`src/rtl/core/assert_macros.svh`:
```
// Assertion macros shared by the byte FIFO RTL.
`ifndef ASSERT_MACROS_SVH
`define ASSERT_MACROS_SVH

`ifndef SYNTH

// Checks that a property holds at every clock edge outside reset.
`define BF_ASSERT(label, prop, msg) \
    label: assert property (@(posedge clk) disable iff (!rst_n) (prop)) else $error(msg);

// Checks that a consequent holds in the same cycle as its antecedent.
`define BF_ASSERT_IMP(label, ante, cons, msg) \
    label: assert property (@(posedge clk) disable iff (!rst_n) (ante) |-> (cons)) \
        else $error(msg);

`else

`define BF_ASSERT(label, prop, msg)
`define BF_ASSERT_IMP(label, ante, cons, msg)

`endif

`endif

```
`src/rtl/core/bfifo_addmod.sv`:
```
// Shared pointer adder: (a + b) modulo DEPTH, with a below DEPTH and b at most DEPTH.
module bfifo_addmod #(
    parameter int DEPTH = 1024
) (
    input  logic [$clog2(DEPTH)-1:0]   a,
    input  logic [$clog2(DEPTH+1)-1:0] b,
    output logic [$clog2(DEPTH)-1:0]   y
);

    localparam int PW = $clog2(DEPTH);
    localparam int FW = $clog2(DEPTH + 1);
    localparam int SW = FW + 1;

    logic [SW-1:0] sum;
    logic [SW-1:0] wrapped;

    // The sum stays below twice DEPTH, so one conditional subtract wraps it.
    always_comb
    begin
        sum     = SW'(a) + SW'(b);
        wrapped = (sum >= SW'(DEPTH)) ? (sum - SW'(DEPTH)) : sum;
        y       = wrapped[PW-1:0];
    end

endmodule

```
`config.mk`:
```
export PLATFORM = sky130hd
export DESIGN_NAME = bfifo_addmod
export DESIGN_NICKNAME = d
export VERILOG_FILES = /design/src/rtl/core/assert_macros.svh /design/src/rtl/core/bfifo_addmod.sv
export SDC_FILE = /design/constraint.sdc
export NUM_CORES = 1
export LEC_CHECK = 0
export CAP_MARGIN = 20
export CORE_AREA = 2 2 39 41
export DETAILED_ROUTE_END_ITERATION = 6
export DIE_AREA = 0 0 41 43
export DONT_BUFFER_PORTS = 1
export GPL_TIMING_DRIVEN = 0
export SETUP_SLACK_MARGIN = 0.5
export SKIP_LAST_GASP = 1
export SLEW_MARGIN = 20
export SYNTH_ARGS = -nofsm -noshare
export SYNTH_HDL_FRONTEND = slang
export SYNTH_SLANG_ARGS = --single-unit
```
`constraint.sdc`:
```
create_clock -name vclk -period 1.4
set_input_delay 0.21 -clock vclk [all_inputs]
set_output_delay 0.21 -clock vclk [all_outputs]
set_load 0.05 [all_outputs]
```
==> reports/qor.yml <==
logic_synthesis:
  synth_cell_types: 17
  synthMuxAreaShare_pct: 0
  synth_top_family_by_area: "adder cells"
  synth_top_area_share_pct: 29.2
  synth_top_area_cell: "ha_1"
  seq_area_frac_synth_pct: 0
  ys_warn_count: 0
  synthesis.area_um2: 385
  synth_compound_area_share_pct: 23.7
  synth_fa_ha_area_share_pct: 34.4
  syn_nets: 82
  yosys.area_share.simple_pct: 15.6
  avgSynthCellArea_um2: 7.56
  synthCells: 51
  synthXorXnorAreaFrac_pct: 20.5
  synth_area_leaders: "ha_1 29%, xnor2_1 16%, nand3_1 6.5%, inv_1 5.8%, a21oi_1 5.2%"
layout:
  n_clock_buffer: 0
  antenna_cells: 0
  syn2layout_area_growth_pct: 106
  final-instance-count-excl-fill: 77
  seq_area_um2: 0
  layout-drive-gt1-share_pct: 63.9
  seq_cell_count: 0
  layout.nets: 94
  post-route-util_pct: 57.5
power_and_ir_drop:
  p_per_area_mw_per_mm2: 799
  power_frac_seq_pct: 0
  power.switching_w: 0.000390
  p_int_w: 0.000246
  combPwrFrac_pct: 100.0
  p_leak_nw: 0.300
  p_sw_share_pct: 61.3
  max-vdd-ir-drop_uv: 329
  pwr-share-clk_pct: 0
sta:
  finalHoldViolCount: 0
  slew_viol_final: 0
  finalSetupViolCount: 7
  tightest_slew_ns: 0.637
  relSlewSlack_pct: 57.4
  max_freq_ghz: 0.577
  finalSetupTns_ns: -1.68
  post-route-period-util_pct: 124
  grt_setup_unrepaired: "true"
  layout_setup_ws_ns: -0.333
  fin_crit_ns: 1.73
  hold-worst-slack_ns: 0.618
die:
  fp.dieArea_mm2: 0.00176
  dieHeight_um: 43
  rows: 14
  fp.dieW_um: 41
  coreArea_mm2: 0.00138
  initial_core_util_pct: 27.8
  io_pins: 31
run_status:
  violations: "negative setup slack"
  status: "finished, violations left"
drt:
  postRouteAntennaNets: 0
  first_pass_iters: 2
  drt_wl_total_um: 994
  drtIter0Drc: 1
  post-route-drc-count: 0
  wire_per_inst_um: 12.9
  dr_total_vias: 412
  viasPerCell: 5.35
place:
  placed_cells: 67
  portBuffers: 0
  post-dp-hpwl_um: 801
  globalplace.congestion: 0.623
  dp_slack_ns: -0.482
worst_setup_path:
  cp.required_ns: 1.19
  end_kind: "output pin"
  crit_type: "in2out"
  cp_max_fo: 2
  startpoint_type: "input port"
  arrival_ns: 1.52
flow_run:
  drv_cap: 0
global_routing:
  grt-ovfl-total: 0
  grt_usage_pct: 10.9
  grt_pass1_vias: 361
  antenna_found_initial: 0
  grt_max_degree: 7
  grt_pass1_wl_mm: 1.44
hold_path:
  min_path_type: "in2out"
[layout make-up]
cell class                      instances  area (um^2)
Fill cell                             118          588
Inverter                                6         26.3
Multi-Input combinational cell         45          674
Tap cell                               16         20.0
Timing Repair Buffer                   10         75.1
[final timing paths]
| path | slack (ns) | cells after the start | startpoint | end |
|---|---|---|---|---|
| hold / removal | 0.62 | 1 | b[0] | y[0] |
| setup / recovery | -0.33 | 7 | a[0] | y[8] |
[timing repair]
item | in CTS | in global routing
gates resized for setup | 5 | 8
pin swaps | 11 | 5
endpoints found under the setup margin | 9 | 9
setup buffers | 4 | 6
hold buffers | 0 | 0
[metal layers]
layer	share of wire [%]	vias up	track usage (%)	wire [um]
met5	0	-	0	0
met4	0	0	0	0
met3	4.2	0	0	42
met2	57	13	19.4	571
met1	38	196	14.8	380
li1	-	203	-	-
[layout by cell type, fill, tap and decap left out]
master and instances:
xnor2_4 6, clkinvlp_4 1, nand2_1 1, a21oi_4 3, ha_4 6, nand3_2 1, and2_1 1, nand2_2 1
fa_2 1, buf_4 10, nand2b_4 1, o221ai_2 1, ha_2 1, a221oi_4 1, inv_1 4, a21o_1 2
xnor2_2 1, a21oi_1 1, a31oi_1 2, inv_2 1, xor2_4 1, ha_1 2, o21ai_4 1, nor2_4 2
nor2_1 2, xor2_1 1, o211ai_1 2, nand3_1 4
[synthesized netlist by cell type]
cell / number
a21oi_1: 4
xnor2_1: 7
xor2_1: 2
o221ai_1: 1
fa_1: 1
nand2_1: 2
a221oi_2: 1
nand3_1: 5
and2_1: 1
ha_1: 9
nor2_1: 4
a31oi_1: 2
o21ai_0: 1
nand2b_1: 1
o211ai_1: 2
inv_1: 6
a21o_1: 2
[kinds of logic (layout without fill, tap and decap cells)]
family / count (synthesis) / count (layout)
and+or+nand+nor: 13 / 13
adders and majority gates: 10 / 10
xor gates and xnor gates: 9 / 9
buffers and inverters: 6 / 16
AOI/OAI and AO/OA: 13 / 13
[power groups by stage]
stage	Sequential (W)	Combinational, W	Clock, W
5_1_grt	0	0.000669	0
3_5_place_dp	0	0.000555	0
4_1_cts	0	0.000586	0
3_3_place_gp	0	0.000552	0
6_report	0	0.000636	0
2_1_floorplan	0	0.000526	0
[stage by stage]
stage	power [W]	cell area (um^2)
2_1_floorplan	0.000526	619
3_3_place_gp	0.000552	639
3_5_place_dp	0.000555	639
4_1_cts	0.000586	688
5_1_grt	0.000669	796
6_report	0.000636	796
[critical path: stages]
cell and delay (ns):
ha_4 0.11, inv_2 0.03, fa_2 0.33, nand2b_4 0.17, a21oi_4 0.20, a221oi_4 0.11, xnor2_4 0.36
No activity file was read; power rests on OpenSTA's default activity.
